$ cat config.mk
export PLATFORM = sky130hd
export DESIGN_NAME = frame_diff_histogram_similarity_unit
export DESIGN_NICKNAME = d
export VERILOG_FILES = /design/src/hw/rtl/fdhs_pkg.sv /design/src/hw/rtl/fdhs_accum.sv /design/src/hw/rtl/frame_diff_histogram_similarity_unit.sv
export VERILOG_INCLUDE_DIRS = /design/src /design/src/hw/rtl
export SDC_FILE = /design/constraint.sdc
export NUM_CORES = 2
export LEC_CHECK = 0
export ABC_AREA = 1
export BUFFER_PORTS_ARGS = -buffer_cell sky130_fd_sc_hd__buf_2
export CORE_MARGIN = 2
export CORE_UTILIZATION = 26
export DETAILED_ROUTE_END_ITERATION = 6
export PLACE_DENSITY = 0.47
export SYNTH_ARGS = -nofsm -noshare
export SYNTH_HDL_FRONTEND = slang
export SYNTH_SLANG_ARGS = --single-unit
$ cat constraint.sdc
create_clock -name aclk -period 8.1 [get_ports aclk]
set_clock_uncertainty 0.1 [all_clocks]
set_input_delay 1.215 -clock aclk [delete_from_list [all_inputs] [get_ports aclk]]
set_output_delay 1.215 -clock aclk [all_outputs]
set_load 0.05 [all_outputs]
$ cat src/hw/rtl/frame_diff_histogram_similarity_unit_defines.svh
// ----------------------------------------------------------------------------
// frame_diff_histogram_similarity_unit_defines
// assertion macros shared by the frame difference similarity unit
// ----------------------------------------------------------------------------
`ifndef FRAME_DIFF_HISTOGRAM_SIMILARITY_UNIT_DEFINES_SVH
`define FRAME_DIFF_HISTOGRAM_SIMILARITY_UNIT_DEFINES_SVH

// same-cycle implication, checked outside reset
`define FDHS_ASSERT_NOW(label, clk, rst_n, ante, cons, msg) \
    label: assert property (@(posedge clk) disable iff (!rst_n) (ante) |-> (cons)) \
        else $error(msg);

// next-cycle implication, checked outside reset
`define FDHS_ASSERT_NEXT(label, clk, rst_n, ante, cons, msg) \
    label: assert property (@(posedge clk) disable iff (!rst_n) (ante) |=> (cons)) \
        else $error(msg);

`endif

$ cat src/hw/rtl/fdhs_pkg.sv
`timescale 1ns / 1ps
// ----------------------------------------------------------------------------
// fdhs_pkg
// types, constants and the bin weight table of the similarity unit
// ----------------------------------------------------------------------------
package fdhs_pkg;

    localparam int unsigned PIX_W    = 8;
    localparam int unsigned BIN_W    = 5;
    localparam int unsigned WEIGHT_W = 20;
    localparam int unsigned ZCNT_W   = 13;
    localparam int unsigned SUM_W    = 32;
    localparam int unsigned THR_W    = 24;

    localparam logic [THR_W-1:0] THR_RESET = 24'd8388608;
    localparam logic [PIX_W-1:0] DIFF_OUT_OF_RANGE = 8'd255;

    typedef struct packed {
        logic [PIX_W-1:0] pixel_a;
        logic [PIX_W-1:0] pixel_b;
        logic             last_pixel;
    } pixel_in_t;

    typedef struct packed {
        logic              is_similar;
        logic [ZCNT_W-1:0] zero_bin_count;
        logic [SUM_W-1:0]  weighted_sum_tenths;
    } result_t;

    // frame totals handed from the accumulator to the compare pipeline
    typedef struct packed {
        logic [ZCNT_W-1:0] zero_count;
        logic [SUM_W-1:0]  weight_sum;
    } frame_tot_t;

    // bin weights scaled by ten
    function automatic logic [WEIGHT_W-1:0] bin_weight(input logic [BIN_W-1:0] bin);
        logic [WEIGHT_W-1:0] w;
        case (bin)
            5'd0:    w = 20'd10;
            5'd1:    w = 20'd15;
            5'd2:    w = 20'd21;
            5'd3:    w = 20'd30;
            5'd4:    w = 20'd44;
            5'd5:    w = 20'd64;
            5'd6:    w = 20'd93;
            5'd7:    w = 20'd135;
            5'd8:    w = 20'd195;
            5'd9:    w = 20'd282;
            5'd10:   w = 20'd410;
            5'd11:   w = 20'd590;
            5'd12:   w = 20'd860;
            5'd13:   w = 20'd1240;
            5'd14:   w = 20'd1810;
            5'd15:   w = 20'd2620;
            5'd16:   w = 20'd3800;
            5'd17:   w = 20'd5500;
            5'd18:   w = 20'd8000;
            5'd19:   w = 20'd11600;
            5'd20:   w = 20'd16800;
            5'd21:   w = 20'd24400;
            5'd22:   w = 20'd35400;
            5'd23:   w = 20'd51200;
            5'd24:   w = 20'd74300;
            5'd25:   w = 20'd100000;
            5'd26:   w = 20'd150000;
            5'd27:   w = 20'd230000;
            5'd28:   w = 20'd330000;
            5'd29:   w = 20'd475000;
            5'd30:   w = 20'd690000;
            5'd31:   w = 20'd1000000;
            default: w = 20'd0;
        endcase
        return w;
    endfunction

endpackage

$ cat src/hw/rtl/fdhs_accum.sv
`timescale 1ns / 1ps
// ----------------------------------------------------------------------------
// fdhs_accum
// per-pixel difference binning and saturating frame accumulators
// ----------------------------------------------------------------------------
module fdhs_accum import fdhs_pkg::*; (
    input  logic       aclk,
    input  logic       aresetn,
    input  pixel_in_t  pix,
    input  logic       take,
    output frame_tot_t tot
);

    logic [ZCNT_W-1:0]   zero_acc_reg, zero_acc_next;
    logic [SUM_W-1:0]    sum_acc_reg, sum_acc_next;
    logic [PIX_W-1:0]    diff;
    logic [BIN_W-1:0]    bin;
    logic                counted;
    logic [WEIGHT_W-1:0] weight;
    logic [SUM_W:0]      sum_wide;
    frame_tot_t          upd;

    // floor(d*32/255) equals d>>3 for every d below 255
    always_comb begin
        diff    = (pix.pixel_a > pix.pixel_b) ? (pix.pixel_a - pix.pixel_b)
                                              : (pix.pixel_b - pix.pixel_a);
        bin     = diff[PIX_W-1 -: BIN_W];
        counted = (diff != DIFF_OUT_OF_RANGE);
        weight  = bin_weight(bin);

        sum_wide = {1'b0, sum_acc_reg} + {{(SUM_W + 1 - WEIGHT_W){1'b0}}, weight};
        upd      = '{zero_count: zero_acc_reg, weight_sum: sum_acc_reg};
        if (counted) begin
            upd.weight_sum = sum_wide[SUM_W] ? '1 : sum_wide[SUM_W-1:0];
            if (bin == '0 && zero_acc_reg != '1) begin
                upd.zero_count = zero_acc_reg + ZCNT_W'(1);
            end
        end
        tot = upd;

        zero_acc_next = zero_acc_reg;
        sum_acc_next  = sum_acc_reg;
        if (take) begin
            if (pix.last_pixel) begin
                zero_acc_next = '0;
                sum_acc_next  = '0;
            end else begin
                zero_acc_next = upd.zero_count;
                sum_acc_next  = upd.weight_sum;
            end
        end
    end

    always_ff @(posedge aclk) begin
        if (!aresetn) begin
            zero_acc_reg <= '0;
            sum_acc_reg  <= '0;
        end else begin
            zero_acc_reg <= zero_acc_next;
            sum_acc_reg  <= sum_acc_next;
        end
    end

endmodule

$ cat src/hw/rtl/frame_diff_histogram_similarity_unit.sv
`timescale 1ns / 1ps
// ----------------------------------------------------------------------------
// frame_diff_histogram_similarity_unit
// frame difference histogram with weighted similarity decision
// ----------------------------------------------------------------------------
// Takes one pixel pair transaction per clock while no last pair is stalled.
// Each pair is registered, its absolute difference is binned and the bin
// weight (times ten) and the zero-bin count are accumulated in fdhs_accum,
// which sets the rate of one pair per cycle. The pair flagged last_pixel
// closes the frame: its totals are registered and move through two compare
// stages (partial products of threshold times sum, then the 56-bit compare)
// into the output register, where a result transaction is offered. Pairs
// keep being accepted while a result waits on m_ready; only a full compare
// pipeline holds back the next frame's last pair. Writes to the threshold
// are expected while no frame is in flight.
// ----------------------------------------------------------------------------

`include "frame_diff_histogram_similarity_unit_defines.svh"

module frame_diff_histogram_similarity_unit import fdhs_pkg::*; (
    input  logic             aclk,
    input  logic             aresetn,
    // pixel pair channel
    input  logic             s_valid,
    output logic             s_ready,
    input  pixel_in_t        s_data,
    // frame result channel
    output logic             m_valid,
    input  logic             m_ready,
    output result_t          m_data,
    // threshold register
    input  logic             cfg_wr_en,
    input  logic [THR_W-1:0] cfg_wr_data
);

    localparam int unsigned Z10_W = ZCNT_W + 4;          // zero count times ten
    localparam int unsigned PP_W  = THR_W + SUM_W / 2;   // one partial product
    localparam int unsigned CMP_W = THR_W + SUM_W;       // full product width

    // threshold register
    logic [THR_W-1:0] thr_reg, thr_next;

    // input register
    logic      p1_valid_reg, p1_valid_next;
    pixel_in_t p1_pix_reg, p1_pix_next;

    // frame totals
    logic       p2_valid_reg, p2_valid_next;
    frame_tot_t p2_tot_reg, p2_tot_next;

    // partial products
    logic              p3_valid_reg, p3_valid_next;
    frame_tot_t        p3_tot_reg, p3_tot_next;
    logic [Z10_W-1:0]  p3_z10_reg, p3_z10_next;
    logic [PP_W-1:0]   p3_pp_lo_reg, p3_pp_lo_next;
    logic [PP_W-1:0]   p3_pp_hi_reg, p3_pp_hi_next;

    // output register
    logic    out_valid_reg, out_valid_next;
    result_t out_data_reg, out_data_next;

    // stage flow control
    logic       out_free, p3_free, p2_free, p1_take;
    frame_tot_t acc_tot;
    logic [CMP_W-1:0] lhs, rhs;

    fdhs_accum u_accum (
        .aclk    (aclk),
        .aresetn (aresetn),
        .pix     (p1_pix_reg),
        .take    (p1_take),
        .tot     (acc_tot)
    );

    // a stage can load when it is empty or its content moves on this cycle
    always_comb begin
        out_free = !out_valid_reg || m_ready;
        p3_free  = !p3_valid_reg || out_free;
        p2_free  = !p2_valid_reg || p3_free;
        // non-final pairs only touch the accumulators and never stall
        p1_take  = p1_valid_reg && (!p1_pix_reg.last_pixel || p2_free);
        s_ready  = !p1_valid_reg || p1_take;
    end

    always_comb begin
        thr_next = cfg_wr_en ? cfg_wr_data : thr_reg;

        // input register
        p1_valid_next = p1_valid_reg;
        p1_pix_next   = p1_pix_reg;
        if (s_ready) begin
            p1_valid_next = s_valid;
            p1_pix_next   = s_data;
        end

        // frame totals, captured on the last pair
        p2_valid_next = p2_valid_reg;
        p2_tot_next   = p2_tot_reg;
        if (p2_free) begin
            p2_valid_next = p1_take && p1_pix_reg.last_pixel;
            p2_tot_next   = acc_tot;
        end

        // zero*10*2^24 against thr*sum, sum split in 16-bit halves
        p3_valid_next = p3_valid_reg;
        p3_tot_next   = p3_tot_reg;
        p3_z10_next   = p3_z10_reg;
        p3_pp_lo_next = p3_pp_lo_reg;
        p3_pp_hi_next = p3_pp_hi_reg;
        if (p3_free) begin
            p3_valid_next = p2_valid_reg;
            p3_tot_next   = p2_tot_reg;
            p3_z10_next   = {1'b0, p2_tot_reg.zero_count, 3'b000}
                          + {3'b000, p2_tot_reg.zero_count, 1'b0};
            p3_pp_lo_next = PP_W'(thr_reg) * PP_W'(p2_tot_reg.weight_sum[SUM_W/2-1:0]);
            p3_pp_hi_next = PP_W'(thr_reg) * PP_W'(p2_tot_reg.weight_sum[SUM_W-1:SUM_W/2]);
        end

        lhs = {{(CMP_W - Z10_W - THR_W){1'b0}}, p3_z10_reg, {THR_W{1'b0}}};
        rhs = {{(CMP_W - PP_W){1'b0}}, p3_pp_lo_reg}
            + {p3_pp_hi_reg, {(SUM_W/2){1'b0}}};

        // output register
        out_valid_next = out_valid_reg;
        out_data_next  = out_data_reg;
        if (out_free) begin
            out_valid_next = p3_valid_reg;
            // an empty frame has a zero sum and never reads as similar
            out_data_next.is_similar          = (p3_tot_reg.weight_sum != '0) && (lhs > rhs);
            out_data_next.zero_bin_count      = p3_tot_reg.zero_count;
            out_data_next.weighted_sum_tenths = p3_tot_reg.weight_sum;
        end
    end

    always_ff @(posedge aclk) begin
        if (!aresetn) begin
            thr_reg       <= THR_RESET;
            p1_valid_reg  <= 1'b0;
            p2_valid_reg  <= 1'b0;
            p3_valid_reg  <= 1'b0;
            out_valid_reg <= 1'b0;
        end else begin
            thr_reg       <= thr_next;
            p1_valid_reg  <= p1_valid_next;
            p2_valid_reg  <= p2_valid_next;
            p3_valid_reg  <= p3_valid_next;
            out_valid_reg <= out_valid_next;
        end
    end

    // payload registers need no reset
    always_ff @(posedge aclk) begin
        p1_pix_reg    <= p1_pix_next;
        p2_tot_reg    <= p2_tot_next;
        p3_tot_reg    <= p3_tot_next;
        p3_z10_reg    <= p3_z10_next;
        p3_pp_lo_reg  <= p3_pp_lo_next;
        p3_pp_hi_reg  <= p3_pp_hi_next;
        out_data_reg  <= out_data_next;
    end

    assign m_valid = out_valid_reg;
    assign m_data  = out_data_reg;

    // a similar frame must have counted pixels in bin zero
    `FDHS_ASSERT_NOW(a_similar_has_counts, aclk, aresetn, m_valid && m_data.is_similar, (m_data.weighted_sum_tenths != '0) && (m_data.zero_bin_count != '0), "similar flag without counted pixels")
    // a blocked last pair holds off the input channel
    `FDHS_ASSERT_NOW(a_last_stalls_input, aclk, aresetn, p1_valid_reg && p1_pix_reg.last_pixel && !p2_free, !s_ready, "input accepted over a stalled last pair")
    // frame totals are not lost while the compare stage is busy
    `FDHS_ASSERT_NEXT(a_totals_held, aclk, aresetn, p2_valid_reg && !p3_free, p2_valid_reg && $stable(p2_tot_reg), "frame totals dropped under stall")

endmodule
# Word level (Yosys, flattened, before mapping)
# Memories as Yosys holds them, arrays and structs flattened.
# Cells that the tools add are included.
dict set report totals {
  regBits 323
  romBits 640
  inputBits 46
  output_inout_bits 48
  word_cells 55
  mem_count 1
}
dict set report classes {
  n_addsub 6
  multipliers 2
  magnitude_cmp 2
  n_eq_ne 2
  n_mux 6
  n_reduce_logical 16
}
# memory depth word_bits read_ports rd_ports_with_merged_regs write_ports line_no
set memory_table {}
lappend memory_table {{(name not given)} 32 20 1 0 0 fdhs_pkg.sv:39} ;# case (bin)
# operator n
set ops {}
lappend ops {{$mul 24x16->40} 2}
lappend ops {{$mux 32} 2}
lappend ops {{$add 40x56->56} 1}
lappend ops {{$gt 41x56->1} 1}
lappend ops {{$mux 45} 1}
lappend ops {{$add 32x20->33} 1}
lappend ops {{$reduce_bool 32->1} 1}
lappend ops {{$mux 13} 2}
lappend ops {{$add 16x14->17} 1}
lappend ops {{$sub 8x8->8} 2}
lappend ops {{$add 13x1->13 const B} 1}
lappend ops {{$ne 13x13->1 const B} 1}
lappend ops {{$gt 8x8->1} 1}
lappend ops {{$mux 8} 1}
lappend ops {{$ne 8x8->1 const B} 1}
lappend ops {{$logic_not 1->1} 5}
lappend ops {{$logic_not 5->1} 1}
lappend ops {{$logic_or 1x1->1} 5}
lappend ops {{$logic_and 1x1->1} 4}

# Logic depth before layout (Yosys ltp)
dict set report depth {
  word_depth 7
  ltp_mapped 36
  ltp_nobuf 35
}

# By module
# A second synthesis with hierarchy kept.
dict set report unflattened {
  cells_unflattened 5572
  area_unflattened_um2 43877.1
}
# mod instances cells_each area_per_inst_um2 seq_area_each_um2
set by_module_without_submodules {}
lappend by_module_without_submodules {frame_diff_histogram_similarity_unit 1 4466 37642.4 7977.7}
lappend by_module_without_submodules {fdhs_accum 1 1106 6234.7 900.9}

# Least setup slack after synthesis
# Ideal clock, no wire load.
dict set report synth_timing {
  path_type {input-to-output}
  start {input port m_ready}
  end {output port s_ready}
  arrival_time_ns 6.192
  t_required_ns 6.785
  setup_slack_ns 0.593
  cell_stages 6
  path_buffers 0
  path_cell_list {nor2_1 inv_1 nor2_1 inv_1 nor2_1 nand3_1}
}
dict set report synth_between {
  elab_chain_cells 6
}
# item line_no
set synth_rtl {}
lappend synth_rtl {{start: declaration} frame_diff_histogram_similarity_unit.sv:29} ;# input logic m_ready,
lappend synth_rtl {{$logic_or 1x1->1} frame_diff_histogram_similarity_unit.sv:77} ;# out_free = !out_valid_reg || m_ready;
lappend synth_rtl {{named net out_free} frame_diff_histogram_similarity_unit.sv:63} ;# logic out_free, p3_free, p2_free, p1_take;
lappend synth_rtl {{$logic_or 1x1->1} frame_diff_histogram_similarity_unit.sv:78} ;# p3_free = !p3_valid_reg || out_free;
lappend synth_rtl {{named net p3_free} frame_diff_histogram_similarity_unit.sv:63}
lappend synth_rtl {{$logic_or 1x1->1} frame_diff_histogram_similarity_unit.sv:79} ;# p2_free = !p2_valid_reg || p3_free;
lappend synth_rtl {{$logic_or 1x1->1} frame_diff_histogram_similarity_unit.sv:81} ;# p1_take = p1_valid_reg && (!p1_pix_reg.last_pixel || p2_free);
lappend synth_rtl {{$logic_and 1x1->1} frame_diff_histogram_similarity_unit.sv:81}
lappend synth_rtl {{$logic_or 1x1->1} frame_diff_histogram_similarity_unit.sv:82} ;# s_ready = !p1_valid_reg || p1_take;
lappend synth_rtl {{end: declaration} frame_diff_histogram_similarity_unit.sv:25} ;# output logic s_ready,
# The timed path passes the listed nets, and every way through them passes these cells.

# Worst setup path after layout
dict set report layout_timing {
  start {register thr_reg[13]}
  end {register p3_pp_hi_reg[26] (data pin)}
}
dict set report layout_between {
  elab_chain_cells 1
}
# item line_no
set layout_rtl {}
lappend layout_rtl {{start: declaration} frame_diff_histogram_similarity_unit.sv:41} ;# logic [THR_W-1:0] thr_reg, thr_next;
lappend layout_rtl {{start signal: assignment} frame_diff_histogram_similarity_unit.sv:143} ;# thr_reg <= thr_next;
lappend layout_rtl {{$mul 24x16->40} frame_diff_histogram_similarity_unit.sv:116} ;# p3_pp_hi_next = PP_W'(thr_reg) * PP_W'(p2_tot_reg.weight_sum[SUM_W-1:SUM_W/2]);
lappend layout_rtl {{end signal: assignment} frame_diff_histogram_similarity_unit.sv:158} ;# p3_pp_hi_reg <= p3_pp_hi_next;
lappend layout_rtl {{end: declaration} frame_diff_histogram_similarity_unit.sv:56} ;# logic [PP_W-1:0] p3_pp_hi_reg, p3_pp_hi_next;
# Every way passes these cells.
# A chain may end at the register's enable or synchronous reset.

==> metrics.md <==
| Metric | Value |
|---|---|
| Routed vias | `33,940` |
| Largest net degree at the start of global routing | `97` |
| Max IR drop VDD | `~390 µV` |
| Maxcap violations | `0` |
| Worst-path cell chain | `buf_4, nand2_1, fa_1, inv_1, fa_1, inv_1, fa_1, inv_1, fa_1, fa_1, inv_1, fa_1, inv_1, ha_1, a21o_1, a21oi_1, o21ai_0, a21oi_1, inv_1, a21oi_1, o21bai_1, xor2_1` |
| Post-CTS setup buffers | `0` |
| Die Y | `411.3 µm` |
| Drt first pass iters | `5` |
| Synthesized-area fraction occupied by and/or/nand/nor cells | `19.82%` |
| CP max stage delay | `950 ps` |
| CTS resizes | `0` |
| Row cnt | `about 150` |
| Final WL | `133,100 µm` |
| RSZ-0062 raised after global routing | `no` |
| HP Class | `flip-flop to flip-flop` |
| Area grow syn2layout | `10.72%` |
| Slowest cell on the critical path | `dfxtp_1` |
| CTS hold repair buffers | `0` |
| CP max FO | `16` |
| Main combinational cell family by area after synthesis | `adder cells` |
| Max reg flops | `46` |
| Hold path start | `p2_valid_reg` |
| Status | `complete, no violations` |
| Sw frac | `between 50% and 60%` |
| Synthesized area | `43,140 µm²` |
| Vias in the first global route | `35,960` |
| Post-synth EDFFs | `247` |
| Post-synth top cells | `nand2_1, inv_1, fa_1` |
| Async SR Flop Fraction | `0%` |
| Distinct cells, synth | `50` |
| Avg Cell Area, Syn | `7.975 µm²` |
| Grt total ovfl | `0` |
| Chip width | `411.3 µm` |
| XOR/XNOR Fraction of Synth Area | `2.700%` |
| Slew headroom | `26.24%` |
| CORE AREA | `164,800 µm²` |
| Top cells by area, synth | `fa_1, edfxtp_1, nand2_1` |
| Top-area cell type share of the netlist area | `28.63%` |
| Gr usage total | `16.02%` |
| Share of layout cells above drive strength 1 | `6.457%` |
| Drt drc | `0` |
| # clock sinks | `320` |
| Port bufs | `93` |
| PwrDens | `384.1 nW/µm²` |
| CP Data Required Time | `8330 ps` |
| Synth Area in Adders | `37.89%` |
| Total Power | `approximately 18 mW` |
| Crit path launch type | `flip-flop` |
| Fin. Hold Viols | `0` |
| Final min period | `approximately 7000 ps` |
| Net load switching power | `10.25 mW` |
| Logic pwr share | `73.0%` |
| Post-synthesis register bit count | `320` |
| Die ar. | `169,200 µm²` |
| Crit path from | `thr_reg[13]` |
| Seq pwr share | `16.4%` |
| Int Pwr | `8.097 mW` |
| Initial antenna violation count | `7` |
| Capturing element type of the critical path | `flip-flop` |
| Buffers & Inverters on Critical Path | `7` |
| Fin crit share | `86.50%` |
| Post-DR vias/cell | `4.423` |
| Fill count | `17,870` |
| Initial Util | `26.18%` |
| Setup TNS | `0 ps` |
| Final setup violation count | `0` |
| Num CTS Buffers | `43` |
| Max Freq | `0.1427 GHz` |
| Reg2Reg Launch Point | `thr_reg[13]` |
| Htree depth | `2` |
| Net count after synthesis | `approximately 6,400` |
| Per-cell routed wire length | `17.35 µm` |
| Post-synthesis sequential area ratio | `20.58%` |
| Antenna Nets Post-Route | `0` |
| CTS tree | `done` |
| CTS Root Cell | `clkbuf_16` |
| Compound-Gate Fraction of Synth Area | `between 5 and 6%` |
| Leak | `25.36 nW` |
| Later-pin clock latency in the skew report | `630 ps` |
| Final WS setup | `1093 ps` |
| CTS Buffer Depth | `3` |
| Post-Syn Instances | `~5,400` |
| Mux share of post-synthesis cell area | `0%` |
| Clock power share | `10.6%` |
| GP Congestion | `0.9063` |
| Synth Flop Type | `edfxtp_1` |
| First-pass GRT wire length | `approximately 210,000 µm` |
| Worst Setup Slack post-DPL | `1156 ps` |
| Crit path kind | `flip-flop to flip-flop` |
| Hpwl dp | `108,300 µm` |
| CP top delay family | `adder cells` |
| Most frequent cell after synthesis | `nand2_1` |
| Worst slew pin tran | `1106 ps` |
| I/O Pins | `94` |
| Clock-pin slew on the worst setup and hold paths | `~60 ps` |
| Final #Nets | `6,429` |
| Worst EP arrival | `7230 ps` |
| YS warnings | `0` |
| Final slew viol count | `0` |
| Synth area leader | `fa_1` |
| Initial DRC count | `~2,200` |
==> through the flow <==
stage / util (%) / cells / instance area (µm²) / hold slack (ps)
2_1_floorplan: - / 5409 / 43140 / 300.3
3_3_place_gp: 28.10 / 7591 / 46320 / 303.1
3_5_place_dp: 28.10 / 7591 / 46320 / 304.5
4_1_cts: 28.98 / 7671 / 47760 / 319.2
5_1_grt: 28.98 / 7671 / 47760 / 334.9
6_report: 28.98 / 7672 / 47760 / 316.5
==> worst min-delay path, cell delays in order, from the launching register on <==
cell and delay (ps):
dfxtp_1 290, inv_1 60, a21oi_1 60
==> worst paths after layout <==
kind | end | slack [ps] | cells after the start
max | p3_pp_hi_reg[26] | 1090 | 22
min | p3_valid_reg | 320 | 2
max reg2reg | p3_pp_hi_reg[26] | 1090 | 22
min reg2reg | p3_valid_reg | 320 | 2
==> cell usage in the layout (no fill, tap or decap), drive strengths merged, types with 7 or more instances in the layout <==
| master | instances |
|---|---|
| nor4 | 18 |
| xnor2 | 48 |
| nand3b | 8 |
| inv | 1348 |
| nand4 | 67 |
| dfxtp | 73 |
| xor2 | 85 |
| o21bai | 12 |
| a31oi | 37 |
| o21a | 10 |
| fa | 617 |
| clkinvlp | 7 |
| ha | 319 |
| edfxtp | 247 |
| a21o | 17 |
| a21oi | 199 |
| nor3 | 31 |
| clkbuf | 47 |
| nand2 | 1496 |
| clkinv | 17 |
| nor2 | 267 |
| nand3 | 159 |
| buf | 197 |
| o21ai | 114 |
==> routing by layer <==
layer / vias to the layer above / routed length, µm / GRT usage [%]
li1: 16280 / - / -
met1: 16790 / 60970 / 21.53
met2: 720 / 61050 / 26.40
met3: 151 / 7740 / 2.944
met4: 2 / 3330 / 4.149
met5: - / 8 / 0
==> power by group through the flow <==
stage	Combinational (mW)	Clock, mW	Sequential (mW)
finish	13.4	1.95	3.00
global placement	13.5	0	3.04
floorplan	9.19	0	2.88
global route	15.3	2.08	3.05
detailed placement	13.5	0	3.04
CTS	13.5	2.02	3.01
==> area by class of cell <==
| type | instances | area (µm²) | area share [%] |
|---|---|---|---|
| Multi-Input combinational cell | 3542 | 28340 | 59.34 |
| Timing Repair Buffer | 197 | 1309 | 2.740 |
| Clock inverter | 33 | 351.6 | 0.7361 |
| Clock buffer | 47 | 1091 | 2.284 |
| Antenna cell | 1 | 2.502 | 0.005239 |
| Tap cell | 2189 | 2739 | 5.735 |
| Sequential cell | 320 | 8879 | 18.59 |
| Inverter | 1343 | 5049 | 10.57 |
==> logic make-up (layout without fill, tap and decap cells) <==
family / after synthesis / in the layout
AND/OR/NAND/NOR: 2061 / 2061
adder cells (fa/ha/maj): 936 / 936
XOR/XNOR: 133 / 133
flip-flops: 320 / 320
AO/OA/AOI/OAI: 412 / 412
other: 0 / 1
buffers and inverters: 1547 / 1620
Note: power is estimated with default switching activity, not from simulation.
